$ cat src/rtl/gamepad_event_autorepeat_top_defines.svh
// Assertion macros shared by the gamepad event block.
`ifndef GAMEPAD_EVENT_AUTOREPEAT_TOP_DEFINES_SVH
`define GAMEPAD_EVENT_AUTOREPEAT_TOP_DEFINES_SVH

// Implication checked at every rising clock edge outside reset.
`define GEA_ASSERT_IMPLIES(label, pre, post, msg) \
	label: assert property (@(posedge clk) disable iff (!arst_n) (pre) |-> (post)) \
		else $error(msg);

// Implication whose consequent is checked in the cycle after the antecedent.
`define GEA_ASSERT_NEXT(label, pre, post, msg) \
	label: assert property (@(posedge clk) disable iff (!arst_n) (pre) |=> (post)) \
		else $error(msg);

`endif

$ cat src/rtl/gea_pkg.sv
// Types and constants of the gamepad event block.
package gea_pkg;

	localparam int PAD_COUNT_DEF    = 4;
	localparam int BUTTON_COUNT_DEF = 14;
	localparam int AXIS_COUNT       = 6;
	localparam int COUNT_W          = 7;
	localparam int TRIG_W           = 8;
	localparam int THUMB_W          = 16;
	localparam int DZ_W             = 15;
	localparam int VALUE_W          = 18;

	localparam int CFG_INDEX_W = 2;
	localparam int CFG_DATA_W  = 15;

	localparam logic [CFG_INDEX_W-1:0] REG_REPEAT_DELAY      = 2'd0;
	localparam logic [CFG_INDEX_W-1:0] REG_TRIGGER_THRESHOLD = 2'd1;
	localparam logic [CFG_INDEX_W-1:0] REG_LEFT_DEADZONE     = 2'd2;
	localparam logic [CFG_INDEX_W-1:0] REG_RIGHT_DEADZONE    = 2'd3;

	localparam logic [COUNT_W-1:0] REPEAT_DELAY_RST      = 7'd60;
	localparam logic [TRIG_W-1:0]  TRIGGER_THRESHOLD_RST = 8'd30;
	localparam logic [DZ_W-1:0]    LEFT_DEADZONE_RST     = 15'd7849;
	localparam logic [DZ_W-1:0]    RIGHT_DEADZONE_RST    = 15'd8689;

	typedef enum logic [1:0] {
		EV_DOWN   = 2'd0,
		EV_REPEAT = 2'd1,
		EV_UP     = 2'd2,
		EV_ANALOG = 2'd3
	} event_kind_t;

	// Bit of the button word that belongs to each button number.
	localparam logic [15:0] BUTTON_MASK [16] = '{
		16'h0001, 16'h0002, 16'h0004, 16'h0008, 16'h8000, 16'h1000, 16'h4000, 16'h2000,
		16'h0080, 16'h0040, 16'h0200, 16'h0100, 16'h0010, 16'h0020, 16'h0400, 16'h0800
	};

	// Trigger to Q1.16: v * 65536 / 255 rounded, which is v * 257 plus one carry.
	function automatic logic signed [VALUE_W-1:0] norm_trigger(input logic [TRIG_W-1:0] v);
		logic [VALUE_W-1:0] prod;
		logic [9:0]         rem;
		begin
			prod = {2'b00, v, 8'd0} + {10'd0, v};
			rem  = {2'b00, v} + 10'd127;
			norm_trigger = signed'(prod + ((rem >= 10'd255) ? 18'd1 : 18'd0));
		end
	endfunction

	// Thumb to Q1.16: negative values double, positive ones scale by 65536 / 32767.
	function automatic logic signed [VALUE_W-1:0] norm_thumb(input logic signed [THUMB_W-1:0] v);
		logic [VALUE_W-1:0] twice;
		logic [VALUE_W-1:0] rem;
		begin
			twice = {v[THUMB_W-1], v, 1'b0};
			rem   = {1'b0, v, 1'b0} + 18'd16383;
			if (v[THUMB_W-1]) begin
				norm_thumb = signed'(twice);
			end else begin
				norm_thumb = signed'(twice + ((rem >= 18'd32767) ? 18'd1 : 18'd0)
					+ ((rem >= 18'd65534) ? 18'd1 : 18'd0));
			end
		end
	endfunction

endpackage

$ cat src/rtl/gamepad_event_autorepeat_top.sv
// Top level of the gamepad event block: poll decoding, auto-repeat state and event output.

// One poll is accepted per cycle while in_ready is high and passes through a single input
// register, where the per-pad button and analog state is read, updated and written back
// in the same cycle, so polls for the same pad may follow each other directly. The events
// of a poll are placed in an event buffer and leave through the output register at one
// event per cycle while out_ready allows, buttons first in button order, then the axes RT,
// LT, RX, RY, LX, LY. A poll raises up to the button count plus six events. The input
// waits while the buffer holds more than the event being sent or cannot send it. A poll
// passes the input register and the event buffer on its way to the output register. All
// per-pad state is cleared by reset; no clearing pass is needed.
`include "gamepad_event_autorepeat_top_defines.svh"

module gamepad_event_autorepeat_top #(
	parameter int PAD_COUNT    = gea_pkg::PAD_COUNT_DEF,
	parameter int BUTTON_COUNT = gea_pkg::BUTTON_COUNT_DEF
) (
	input  logic                                          clk,
	input  logic                                          arst_n,
	input  logic                                          cfg_write,
	input  logic [gea_pkg::CFG_INDEX_W-1:0]               cfg_index,
	input  logic [gea_pkg::CFG_DATA_W-1:0]                cfg_data,
	input  logic                                          in_valid,
	output logic                                          in_ready,
	input  logic [1:0]                                    pad_index,
	input  logic [15:0]                                   button_word,
	input  logic [gea_pkg::TRIG_W-1:0]                    left_trigger,
	input  logic [gea_pkg::TRIG_W-1:0]                    right_trigger,
	input  logic signed [gea_pkg::THUMB_W-1:0]            left_x,
	input  logic signed [gea_pkg::THUMB_W-1:0]            left_y,
	input  logic signed [gea_pkg::THUMB_W-1:0]            right_x,
	input  logic signed [gea_pkg::THUMB_W-1:0]            right_y,
	output logic                                          out_valid,
	input  logic                                          out_ready,
	output logic [1:0]                                    event_kind,
	output logic [1:0]                                    event_pad,
	output logic [3:0]                                    event_source,
	output logic signed [gea_pkg::VALUE_W-1:0]            analog_value,
	output logic                                          last_event
);

	localparam int AxisCount = gea_pkg::AXIS_COUNT;
	localparam int EvCount   = BUTTON_COUNT + AxisCount;
	localparam int RowW      = (PAD_COUNT > 1) ? $clog2(PAD_COUNT) : 1;
	localparam int CountW    = gea_pkg::COUNT_W;
	localparam int TrigW     = gea_pkg::TRIG_W;
	localparam int ThumbW    = gea_pkg::THUMB_W;
	localparam int DzW       = gea_pkg::DZ_W;
	localparam int ValueW    = gea_pkg::VALUE_W;

	// Configuration registers.
	logic [CountW-1:0] repeat_delay_q;
	logic [TrigW-1:0]  trigger_threshold_q;
	logic [DzW-1:0]    left_deadzone_q;
	logic [DzW-1:0]    right_deadzone_q;

	// Per-pad state, one row per pad.
	logic [BUTTON_COUNT-1:0] pressed_q [PAD_COUNT];
	logic [CountW-1:0]       count_q   [PAD_COUNT][BUTTON_COUNT];
	logic [TrigW-1:0]        trig_q    [PAD_COUNT][2];
	logic [ThumbW-1:0]       thumb_q   [PAD_COUNT][4];

	// Input register.
	logic                     valid_s1;
	logic [1:0]               pad_s1;
	logic [15:0]              buttons_s1;
	logic [TrigW-1:0]         ltrig_s1;
	logic [TrigW-1:0]         rtrig_s1;
	logic signed [ThumbW-1:0] lx_s1;
	logic signed [ThumbW-1:0] ly_s1;
	logic signed [ThumbW-1:0] rx_s1;
	logic signed [ThumbW-1:0] ry_s1;

	// Event buffer.
	logic [EvCount-1:0]       pend_s2;
	logic [1:0]               pad_s2;
	gea_pkg::event_kind_t     btn_kind_s2 [BUTTON_COUNT];
	logic signed [ValueW-1:0] ana_s2      [AxisCount];

	// Output register.
	logic                     out_valid_q;
	gea_pkg::event_kind_t     kind_q;
	logic [1:0]               pad_q;
	logic [3:0]               source_q;
	logic signed [ValueW-1:0] value_q;
	logic                     last_q;

	// Stage one combinational results.
	logic [4:0]               pad_ext;
	logic                     pad_ok;
	logic [RowW-1:0]          row;
	logic [BUTTON_COUNT-1:0]  new_pressed;
	logic [CountW-1:0]        new_count [BUTTON_COUNT];
	gea_pkg::event_kind_t     new_kind  [BUTTON_COUNT];
	logic [TrigW-1:0]         trig_in   [2];
	logic signed [ThumbW-1:0] thumb_in  [4];
	logic [DzW-1:0]           dz        [4];
	logic [EvCount-1:0]       ev_mask;
	logic signed [ValueW-1:0] ana_val   [AxisCount];
	logic [CountW-1:0]        cnt_inc;
	logic                     btn_now;
	logic                     btn_prev;
	logic [ThumbW:0]          mag;

	// Emitter combinational results.
	logic [EvCount-1:0]       lowbit;
	logic [EvCount-1:0]       rest;
	gea_pkg::event_kind_t     emit_kind;
	logic [3:0]               emit_source;
	logic signed [ValueW-1:0] emit_value;

	logic out_load;
	logic buf_free;
	logic s1_adv;

	assign out_load = (pend_s2 != '0) && (!out_valid_q || out_ready);
	assign buf_free = (pend_s2 == '0) || (out_load && (rest == '0));
	assign s1_adv   = valid_s1 && buf_free;
	assign in_ready = !valid_s1 || s1_adv;

	assign pad_ext = {3'b000, pad_s1};
	assign pad_ok  = (32'(pad_ext) < PAD_COUNT);
	assign row     = RowW'(pad_ext);

	always_ff @(posedge clk or negedge arst_n) begin
		if (!arst_n) begin
			repeat_delay_q      <= gea_pkg::REPEAT_DELAY_RST;
			trigger_threshold_q <= gea_pkg::TRIGGER_THRESHOLD_RST;
			left_deadzone_q     <= gea_pkg::LEFT_DEADZONE_RST;
			right_deadzone_q    <= gea_pkg::RIGHT_DEADZONE_RST;
		end else if (cfg_write) begin
			case (cfg_index)
				gea_pkg::REG_REPEAT_DELAY:      repeat_delay_q      <= cfg_data[CountW-1:0];
				gea_pkg::REG_TRIGGER_THRESHOLD: trigger_threshold_q <= cfg_data[TrigW-1:0];
				gea_pkg::REG_LEFT_DEADZONE:     left_deadzone_q     <= cfg_data[DzW-1:0];
				gea_pkg::REG_RIGHT_DEADZONE:    right_deadzone_q    <= cfg_data[DzW-1:0];
				default: begin
				end
			endcase
		end
	end

	always_ff @(posedge clk or negedge arst_n) begin
		if (!arst_n) begin
			valid_s1 <= 1'b0;
		end else if (in_ready) begin
			valid_s1 <= in_valid;
		end
	end

	always_ff @(posedge clk) begin
		if (in_valid && in_ready) begin
			pad_s1     <= pad_index;
			buttons_s1 <= button_word;
			ltrig_s1   <= left_trigger;
			rtrig_s1   <= right_trigger;
			lx_s1      <= left_x;
			ly_s1      <= left_y;
			rx_s1      <= right_x;
			ry_s1      <= right_y;
		end
	end

	always_comb begin
		trig_in[0]  = rtrig_s1;
		trig_in[1]  = ltrig_s1;
		thumb_in[0] = rx_s1;
		thumb_in[1] = ry_s1;
		thumb_in[2] = lx_s1;
		thumb_in[3] = ly_s1;
		dz[0]       = right_deadzone_q;
		dz[1]       = right_deadzone_q;
		dz[2]       = left_deadzone_q;
		dz[3]       = left_deadzone_q;
		ev_mask     = '0;
		cnt_inc     = '0;
		btn_now     = 1'b0;
		btn_prev    = 1'b0;
		mag         = '0;
		for (int b = 0; b < BUTTON_COUNT; b++) begin
			btn_now        = |(buttons_s1 & gea_pkg::BUTTON_MASK[b]);
			btn_prev       = pressed_q[row][b];
			cnt_inc        = count_q[row][b] + CountW'(1);
			new_pressed[b] = btn_now;
			new_count[b]   = count_q[row][b];
			new_kind[b]    = gea_pkg::EV_DOWN;
			if (btn_now && btn_prev) begin
				new_count[b] = cnt_inc;
				new_kind[b]  = gea_pkg::EV_REPEAT;
				if (cnt_inc >= repeat_delay_q) begin
					ev_mask[b]   = 1'b1;
					new_count[b] = repeat_delay_q;
				end
			end else if (btn_now) begin
				ev_mask[b]   = 1'b1;
				new_count[b] = CountW'(1);
			end else if (btn_prev) begin
				ev_mask[b]   = 1'b1;
				new_count[b] = '0;
				new_kind[b]  = gea_pkg::EV_UP;
			end
		end
		for (int a = 0; a < 2; a++) begin
			ana_val[a] = gea_pkg::norm_trigger(trig_in[a]);
			if ((trig_in[a] != trig_q[row][a]) || (trig_in[a] > trigger_threshold_q)) begin
				ev_mask[BUTTON_COUNT+a] = 1'b1;
			end
		end
		for (int a = 0; a < 4; a++) begin
			ana_val[a+2] = gea_pkg::norm_thumb(thumb_in[a]);
			mag = thumb_in[a][ThumbW-1] ? ((ThumbW+1)'(0) - {1'b1, thumb_in[a]})
				: {1'b0, thumb_in[a]};
			if ((thumb_in[a] != signed'(thumb_q[row][a])) || (mag > {2'b00, dz[a]})) begin
				ev_mask[BUTTON_COUNT+2+a] = 1'b1;
			end
		end
		if (!pad_ok) begin
			ev_mask = '0;
		end
	end

	always_ff @(posedge clk or negedge arst_n) begin
		if (!arst_n) begin
			for (int p = 0; p < PAD_COUNT; p++) begin
				pressed_q[p] <= '0;
				for (int b = 0; b < BUTTON_COUNT; b++) begin
					count_q[p][b] <= '0;
				end
				trig_q[p][0] <= '0;
				trig_q[p][1] <= '0;
				for (int a = 0; a < 4; a++) begin
					thumb_q[p][a] <= '0;
				end
			end
		end else if (s1_adv && pad_ok) begin
			pressed_q[row] <= new_pressed;
			for (int b = 0; b < BUTTON_COUNT; b++) begin
				count_q[row][b] <= new_count[b];
			end
			trig_q[row][0] <= trig_in[0];
			trig_q[row][1] <= trig_in[1];
			for (int a = 0; a < 4; a++) begin
				thumb_q[row][a] <= thumb_in[a];
			end
		end
	end

	always_ff @(posedge clk or negedge arst_n) begin
		if (!arst_n) begin
			pend_s2 <= '0;
		end else if (s1_adv) begin
			pend_s2 <= ev_mask;
		end else if (out_load) begin
			pend_s2 <= rest;
		end
	end

	always_ff @(posedge clk) begin
		if (s1_adv) begin
			pad_s2 <= pad_s1;
			for (int b = 0; b < BUTTON_COUNT; b++) begin
				btn_kind_s2[b] <= new_kind[b];
			end
			for (int a = 0; a < AxisCount; a++) begin
				ana_s2[a] <= ana_val[a];
			end
		end
	end

	always_comb begin
		lowbit      = pend_s2 & (~pend_s2 + EvCount'(1));
		rest        = pend_s2 & ~lowbit;
		emit_kind   = gea_pkg::EV_ANALOG;
		emit_source = '0;
		emit_value  = '0;
		for (int b = 0; b < BUTTON_COUNT; b++) begin
			if (lowbit[b]) begin
				emit_kind   = btn_kind_s2[b];
				emit_source = 4'(b);
			end
		end
		for (int a = 0; a < AxisCount; a++) begin
			if (lowbit[BUTTON_COUNT+a]) begin
				emit_kind   = gea_pkg::EV_ANALOG;
				emit_source = 4'(a);
				emit_value  = ana_s2[a];
			end
		end
	end

	always_ff @(posedge clk or negedge arst_n) begin
		if (!arst_n) begin
			out_valid_q <= 1'b0;
		end else if (!out_valid_q || out_ready) begin
			out_valid_q <= (pend_s2 != '0);
		end
	end

	always_ff @(posedge clk) begin
		if (out_load) begin
			kind_q   <= emit_kind;
			pad_q    <= pad_s2;
			source_q <= emit_source;
			value_q  <= emit_value;
			last_q   <= (rest == '0);
		end
	end

	assign out_valid    = out_valid_q;
	assign event_kind   = kind_q;
	assign event_pad    = pad_q;
	assign event_source = source_q;
	assign analog_value = value_q;
	assign last_event   = last_q;

	`GEA_ASSERT_IMPLIES(a_more_pending, out_valid_q && !last_q, pend_s2 != '0, "non-final beat shown with an empty event buffer")
	`GEA_ASSERT_IMPLIES(a_stall_busy, valid_s1 && ($countones(pend_s2) > 1), !in_ready, "poll taken while the event buffer is busy")
	`GEA_ASSERT_NEXT(a_state_in_step, s1_adv && pad_ok, pressed_q[$past(row)] == $past(new_pressed), "button state not written back")

endmodule
$ cat config.mk
export PLATFORM = sky130hd
export DESIGN_NAME = gamepad_event_autorepeat_top
export DESIGN_NICKNAME = d
export VERILOG_FILES = /design/src/rtl/gea_pkg.sv /design/src/rtl/gamepad_event_autorepeat_top.sv
export VERILOG_INCLUDE_DIRS = /design/src /design/src/rtl
export SDC_FILE = /design/constraint.sdc
export NUM_CORES = 2
export LEC_CHECK = 0
export BUFFER_PORTS_ARGS = -buffer_cell sky130_fd_sc_hd__buf_2
export CAP_MARGIN = 20
export CORE_MARGIN = 3
export CORE_UTILIZATION = 24
export DETAILED_ROUTE_END_ITERATION = 16
export SYNTH_ARGS = -nofsm -noshare
export SYNTH_HDL_FRONTEND = slang
export SYNTH_SLANG_ARGS = --single-unit
export TNS_END_PERCENT = 10
$ cat constraint.sdc
create_clock -name clk -period 17.6 [get_ports clk]
set_clock_uncertainty 0.15 [all_clocks]
set_input_delay 0.88 -clock clk [delete_from_list [all_inputs] [get_ports clk]]
set_output_delay 0.88 -clock clk [all_outputs]
set_load 0.01 [all_outputs]
# Yosys cells after proc, flatten, opt, wreduce, memory -nomap -nowiden
# Memories as Yosys holds them, arrays and structs flattened.
# Index checks and enable logic that the tools add are counted.
# totals
out_inout_bits	29
wordCells	531
ff_bits	962
memories	2
ramBits	136
in_bits	120
# mem_list
memory	words	word_bits	read_ports	rd_ports_with_merged_regs	wr	line	text
ana_s2	6	18	6	0	6	gamepad_event_autorepeat_top.sv:78	logic signed [ValueW-1:0] ana_s2 [AxisCount];
btn_kind_s2	14	2	14	0	14	gamepad_event_autorepeat_top.sv:77	gea_pkg::event_kind_t btn_kind_s2 [BUTTON_COUNT];
# op_classes
n_eq_ne	9
add_sub_neg	37
n_bitwise	5
magnitude_cmp	33
muxes	296
n_reduce_logical	42
# op_table
op	n
$bwmux W392	14
$demux W98 S2	14
$bwmux W256	4
$demux W64 S2	4
$mux W7	57
$mux W98	3
$bmux W98 S2	1
$mux W64	3
$mux W18	10
$bmux W64 S2	1
$bwmux W64	2
$mux W2	56
$add A7 B1 Y7 const B	14
$ge A7 B7 Y1	14
$mux W91	1
$mux W84	1
$mux W77	1
$mux W1	76
$add A17 B14 Y18 const B	4
$add A17 B2 Y18	4
$add A18 B1 Y18	4
$ge A18 B15 Y1 const B	4
$ge A18 B16 Y1 const B	4
$mux W70	1
other kinds (49)	125

# Logic depth before layout (Yosys ltp)
# logic_depth
ltp_word	22
mapped_depth	17

# Worst setup path before layout
# OpenSTA, ideal clock, no wires.
# synth_timing
kind	register to register
start	register pend_s2[1]
end	register buttons_s1[0], enable pin
path_slack_ns	9.788
path_stages_with_launch	11
t_arrival_ns	7.054
path_buffers	2
path_cell_list	dfrtp_1 > buf_2 > or3_1 > or4_1 > clkbuf_2 > o31ai_1 > nand4b_1 > nor3_2 > and2_1 > nand2_1 > a31oi_1
# synth_via
elab_chain_cells	11
word_cells_on_any_way	14
classes_between	add/sub: 1; bitwise: 4; reduce/logical: 9
# synth_rtl
element	line	text
start: declaration	gamepad_event_autorepeat_top.sv:75	logic [EvCount-1:0] pend_s2;
start signal: assignment	gamepad_event_autorepeat_top.sv:252	pend_s2 <= ev_mask;
start signal: assignment	gamepad_event_autorepeat_top.sv:254	pend_s2 <= rest;
$not A20 Y20	gamepad_event_autorepeat_top.sv:271	lowbit = pend_s2 & (~pend_s2 + EvCount'(1));
$add A20 B1 Y20	gamepad_event_autorepeat_top.sv:271	
$and A20 B20 Y20	gamepad_event_autorepeat_top.sv:271	
$not A20 Y20	gamepad_event_autorepeat_top.sv:272	rest = pend_s2 & ~lowbit;
$and A20 B20 Y20	gamepad_event_autorepeat_top.sv:272	
$logic_not A20 Y1	gamepad_event_autorepeat_top.sv:117	assign buf_free = (pend_s2 == '0) || (out_load && (rest == '0));
$logic_and A1 B1 Y1	gamepad_event_autorepeat_top.sv:117	
$logic_or A1 B1 Y1 (*)	gamepad_event_autorepeat_top.sv:117	
$logic_and A1 B1 Y1 (*)	gamepad_event_autorepeat_top.sv:118	assign s1_adv = valid_s1 && buf_free;
$logic_or A1 B1 Y1 (*)	gamepad_event_autorepeat_top.sv:119	assign in_ready = !valid_s1 || s1_adv;
$logic_and A1 B1 Y1 (*)	gamepad_event_autorepeat_top.sv:152	if (in_valid && in_ready) begin
end signal: assignment	gamepad_event_autorepeat_top.sv:154	buttons_s1 <= button_word;
end: declaration	gamepad_event_autorepeat_top.sv:66	logic [15:0] buttons_s1;
# Mark *: on every way between the ends. The rest lies on a longest branch, timed or not.
# A chain may end at the register's enable or synchronous reset.

# Final worst setup path
# layout_timing
start	register rx_s1[2]
end	register pend_s2[16]
# layout_via
elab_chain_cells	7
word_cells_on_any_way	8
classes_between	add/sub: 1; order compare: 1; eq/ne: 1; mux: 4; reduce/logical: 1
# layout_rtl
element	line	text
start: declaration	gamepad_event_autorepeat_top.sv:71	logic signed [ThumbW-1:0] rx_s1;
start signal: assignment	gamepad_event_autorepeat_top.sv:159	rx_s1 <= right_x;
$sub A1 B17 Y17	gamepad_event_autorepeat_top.sv:211	mag = thumb_in[a][ThumbW-1] ? ((ThumbW+1)'(0) - {1'b1, thumb_in[a]})
$mux W17	gamepad_event_autorepeat_top.sv:211	
$gt A17 B15 Y1	gamepad_event_autorepeat_top.sv:213	if ((thumb_in[a] != signed'(thumb_q[row][a])) || (mag > {2'b00, dz[a]})) begin
$logic_or A1 B1 Y1 (*)	gamepad_event_autorepeat_top.sv:213	
$mux W1 (*)	gamepad_event_autorepeat_top.sv:213	
$mux W20 (*)	gamepad_event_autorepeat_top.sv:217	if (!pad_ok) begin
$mux W20 (*)	gamepad_event_autorepeat_top.sv:251	end else if (s1_adv) begin
# Marks and branches as above.

==> tab_implementation.tex <==
\begin{tabular}{lr}
\hline
Metric & Value \\
\hline
\multicolumn{2}{l}{\textbf{Global route}} \\
\quad Grt ovf & 0 \\
\quad Total routing resource utilization after global routing & 11.99\% \\
\quad Initial antenna violation count & 16 \\
\quad Vias in the first global route & 38.51k \\
\quad Maximum number of pins on one net before global-route repair & 138 \\
\quad Wire length of the first global-routing pass & 232000 um \\
\multicolumn{2}{l}{\textbf{Power and ir drop}} \\
\quad Sw power & 0.003404 W \\
\quad Total leakage power & 27.76 nW \\
\quad Relative contribution of the clock network to total power & 26.1\% \\
\quad Cell-internal power & 0.006341 W \\
\quad Logic gate share of total power & 33.1\% \\
\quad Proportion of total power due to net switching & 34.93\% \\
\quad Peak ir drop on the vdd network & 0.09389 mV \\
\quad Flop pwr share & 40.8\% \\
\quad Pwr Density & 148.6 nW/um\^{}2 \\
\multicolumn{2}{l}{\textbf{Placed design}} \\
\quad GP Congestion & 0.8692 \\
\quad Port Buffers & 146 \\
\quad Pre-CTS setup slack & 11.11 ns \\
\quad Post-detailed-placement half-perimeter wirelength & 96860 um \\
\multicolumn{2}{l}{\textbf{Cells and area}} \\
\quad Total number of nets in the final design & 4897 \\
\quad Leading cell types in the layout, fill and taps excluded & 811 x sky130\_fd\_sc\_hd\_\_dfrtp\_1, 592 x sky130\_fd\_sc\_hd\_\_mux2\_2, 259 x sky130\_fd\_sc\_hd\_\_edfxtp\_1 \\
\quad Final-layout fill cell count & 24.18k \\
\quad Final cell utilization of the core & 27.54\% \\
\quad Signed area change from the synthesized netlist to the final layout & 14.04\% \\
\quad Most frequent standard cell in the layout excluding fill and tap cells & sky130\_fd\_sc\_hd\_\_dfrtp\_1 \\
\quad Share of layout cells above drive strength 1 & 26.76\% \\
\multicolumn{2}{l}{\textbf{Die}} \\
\quad Horiz. Die Dim & 495.4 um \\
\quad Top Ports & 149 \\
\quad Initial Util & 24.15\% \\
\quad Full die area & 245500 um\^{}2 \\
\quad Y dimension of the die & 495.4 um \\
\quad Core footprint & 238100 um\^{}2 \\
\quad Row cnt & 179 \\
\multicolumn{2}{l}{\textbf{STA}} \\
\quad Crit path setup slack, layout & 11.21 ns \\
\quad Final critical delay including setup and external delays & 6.387 ns \\
\quad Setup TNS Final & 0 ns \\
\quad Period utilisation layout & 36.29\% \\
\quad Count of endpoints failing setup in the final report & 0 \\
\quad Number of pins exceeding their max-slew limit in the final report & 0 \\
\quad Final-report hold violation count & 0 \\
\quad Setup repair after global routing missed its margin & false \\
\quad Worst Tran Pin Value & 1.135 ns \\
\quad Rel. slew slack & 24.34\% \\
\quad Achievable clock frequency & 156.6 MHz \\
\multicolumn{2}{l}{\textbf{Clocking}} \\
\quad Maximum buffer depth of the clock tree & 3 \\
\quad Clock tree from TritonCTS & built \\
\quad Count of H-tree levels built during CTS & 3 \\
\quad Setup repair bufs after CTS & 0 \\
\quad CTS Hold Buffers Added & 1 \\
\quad Clock input transition at the sequential cells of the worst setup and hold paths & 0.06 ns \\
\quad Library cell used as clock root buffer & sky130\_fd\_sc\_hd\_\_clkbuf\_16 \\
\quad \# resized after CTS & 0 \\
\quad Clock tree sinks & 1094 \\
\quad Total clock buffers created by CTS & 115 \\
\quad Clock latency reported for the late side of the worst-skew pair & 0.79 ns \\
\multicolumn{2}{l}{\textbf{Detailed routing}} \\
\quad Average detailed-routed wire length per instance & 19.03 um \\
\quad Iteration-0 DRC count of the detailed router & 2541 \\
\quad Routed via count & 37.03k \\
\quad Total wire length after detailed routing & 149100 um \\
\quad DR DRC count & 0 \\
\quad Post-route antenna net violation count & 0 \\
\quad Via-per-instance ratio & 4.726 \\
\quad First-pass iteration count of the detailed router & 8 \\
\multicolumn{2}{l}{\textbf{Yosys}} \\
\quad Post-synthesis register bit count & 1094 \\
\quad Share of synthesized flip-flops with an asynchronous set or reset & 76.33\% \\
\quad EDFF count, synth & 259 \\
\quad Most used DFF post-synth & sky130\_fd\_sc\_hd\_\_dfrtp\_1 \\
\quad Combined area of all synthesized cells & 57490 um\^{}2 \\
\quad Sequential cell area fraction in the yosys report & 49.92\% \\
\quad Avg Inst Size Synth & 12.76 um\^{}2 \\
\quad Number of warnings reported in the yosys synthesis log & 0 \\
\quad Post-synthesis net count & 4845 \\
\quad Synth cell types & 76 \\
\quad Number of cells produced by synthesis & 4507 \\
\multicolumn{2}{l}{\textbf{Setup path}} \\
\quad Startpoint type of the worst setup path & register \\
\quad Critical path required time & 18.05 ns \\
\quad Data arrival, critical path & 6.84 ns \\
\quad Largest driver fanout on the critical path & 14 \\
\quad Setup CP Type & register to register \\
\quad Endpoint kind of the worst setup timing path & register \\
\multicolumn{2}{l}{\textbf{Run}} \\
\quad Number of max-capacitance violations reported & 0 \\
\multicolumn{2}{l}{\textbf{Status}} \\
\quad Run status & finished, final reports clean \\
\multicolumn{2}{l}{\textbf{Hold path}} \\
\quad Worst min path class & input port to register \\
\hline
\end{tabular}
## synth_stat cells (14+ instances only)
cell type                  instances  area, um^2
sky130_fd_sc_hd__dfrtp_1         812       20320
sky130_fd_sc_hd__mux2_2          592        6666
sky130_fd_sc_hd__edfxtp_1        259        7777
sky130_fd_sc_hd__nand2_1         231       867.1
sky130_fd_sc_hd__nor2_1          223       837.1
sky130_fd_sc_hd__ha_1            218        2728
sky130_fd_sc_hd__mux2_1          218        2455
sky130_fd_sc_hd__mux4_2          192        4324
sky130_fd_sc_hd__o21ai_0         190       950.9
sky130_fd_sc_hd__xnor2_1         189        1655
sky130_fd_sc_hd__clkbuf_1        163       611.8
sky130_fd_sc_hd__inv_1           146       548.0
sky130_fd_sc_hd__a21oi_1         120       600.6
sky130_fd_sc_hd__xor2_1           92       805.8
sky130_fd_sc_hd__nand3_1          90       450.4
sky130_fd_sc_hd__nand2b_1         57       356.6
sky130_fd_sc_hd__o22ai_1          54       337.8
sky130_fd_sc_hd__buf_4            51       382.9
sky130_fd_sc_hd__nor3_1           46       230.2
sky130_fd_sc_hd__nand4_1          42       262.8
sky130_fd_sc_hd__a211oi_1         37       277.8
sky130_fd_sc_hd__mux2i_1          35       350.3
sky130_fd_sc_hd__nor2b_1          35       219.0
sky130_fd_sc_hd__nor4_1           34       212.7
sky130_fd_sc_hd__a31oi_1          33       206.5
sky130_fd_sc_hd__o31ai_1          31       232.7
sky130_fd_sc_hd__buf_2            28       140.1
sky130_fd_sc_hd__and3_1           27       168.9
sky130_fd_sc_hd__and2_1           25       156.4
sky130_fd_sc_hd__buf_6            25       281.5
sky130_fd_sc_hd__dfstp_2          23       604.3
sky130_fd_sc_hd__a222oi_1         18       180.2
sky130_fd_sc_hd__o211ai_1         17       127.6
sky130_fd_sc_hd__buf_1            16       60.06
sky130_fd_sc_hd__or3_1            16       100.1
sky130_fd_sc_hd__a21o_1           14       105.1
## critical path: stages, from the launching register on
cell	delay [ns]
sky130_fd_sc_hd__edfxtp_1	0.69
sky130_fd_sc_hd__or4_1	0.65
sky130_fd_sc_hd__or4_1	0.55
sky130_fd_sc_hd__or3b_2	0.56
sky130_fd_sc_hd__or3_1	0.42
sky130_fd_sc_hd__and2_1	0.21
sky130_fd_sc_hd__xor2_1	0.15
sky130_fd_sc_hd__ha_1	0.33
sky130_fd_sc_hd__and4_1	0.21
sky130_fd_sc_hd__nand2_1	0.07
sky130_fd_sc_hd__nor3_1	0.60
sky130_fd_sc_hd__o21ai_0	0.20
sky130_fd_sc_hd__nor4_1	0.20
sky130_fd_sc_hd__nand4_1	0.21
sky130_fd_sc_hd__nor4_1	0.83
sky130_fd_sc_hd__o21ai_0	0.16
## per-layer routing
| layer | global-route usage [%] | part of all wire (%) |
|---|---|---|
| met3 | 1.558 | 4.6 |
| met2 | 19.98 | 48 |
| met1 | 15.59 | 44 |
| met5 | 0 | 0.052 |
| met4 | 5.118 | 3.8 |
## logic make-up (layout without fill, tap and decap cells)
family	count (synthesis)	in the layout	synth area share, %
compound gates	579	579	6.209
xor+xnor	281	281	4.281
fa+ha+maj	219	219	4.764
buf+inv	432	585	3.543
flops	1094	1094	49.92
mux	1037	1037	24.00
other cells	0	8	0
simple gates	865	865	7.284
## flip-flops by register name, indices dropped and copies added, names as in the netlist, 18 cells and up
register and flops:
count_q 392, thumb_q 256, ana_s2 106, trig_q 64, pressed_q 56, btn_kind_s2 28
pend_s2 20, analog_value 18
## worst paths after layout
kind	startpoint	to	slack [ns]	cells past startpoint
setup / recovery	rx_s1[2]	pend_s2[16]	11.21	15
hold / removal	right_y[14]	ry_s1[14]	0.11	1
setup reg to reg	rx_s1[2]	pend_s2[16]	11.21	15
hold reg to reg	pad_s2[0]	event_pad[0]	0.28	0
max in group asynchronous	arst_n	count_q[327]	13.72	6
min in group asynchronous	arst_n	right_deadzone_q[9]	0.58	2
## area by class of cell
class                      instances  area (um^2)  area share (%)
sequential                      1094        28700           43.78
multi-input combinational       2981        26840           40.93
tap                             3167         3963           6.044
clock buffer                     140         3072           4.685
timing repair buffer             219         1486           2.267
clock inverter                    78        920.9           1.405
inverter                         148        560.5          0.8550
antenna                            8        20.02         0.03053
## per-stage QoR
step                cell area, um^2  total power (W)  cells  hold slack [ns]
floorplan                     57490         0.006184   4507           0.2503
CTS                           65300         0.009825   7812          0.05557
detailed placement            61290         0.007240   7593           0.2647
global route                  65550          0.01032   7831          0.09224
finish                        65560         0.009745   7835           0.1115
global placement              61290         0.007119   7593           0.2599
## power by group through the flow
| stage | sequential (W) | clock (W) | combinational (W) |
|---|---|---|---|
| 4_1_cts | 0.00398 | 0.00261 | 0.00323 |
| 3_5_place_dp | 0.00402 | 0 | 0.00322 |
| 2_1_floorplan | 0.00374 | 0 | 0.00245 |
| 3_3_place_gp | 0.00398 | 0 | 0.00314 |
| 5_1_grt | 0.00407 | 0.00272 | 0.00354 |
| 6_report | 0.00398 | 0.00254 | 0.00322 |
(Power assumes the default switching activity.)
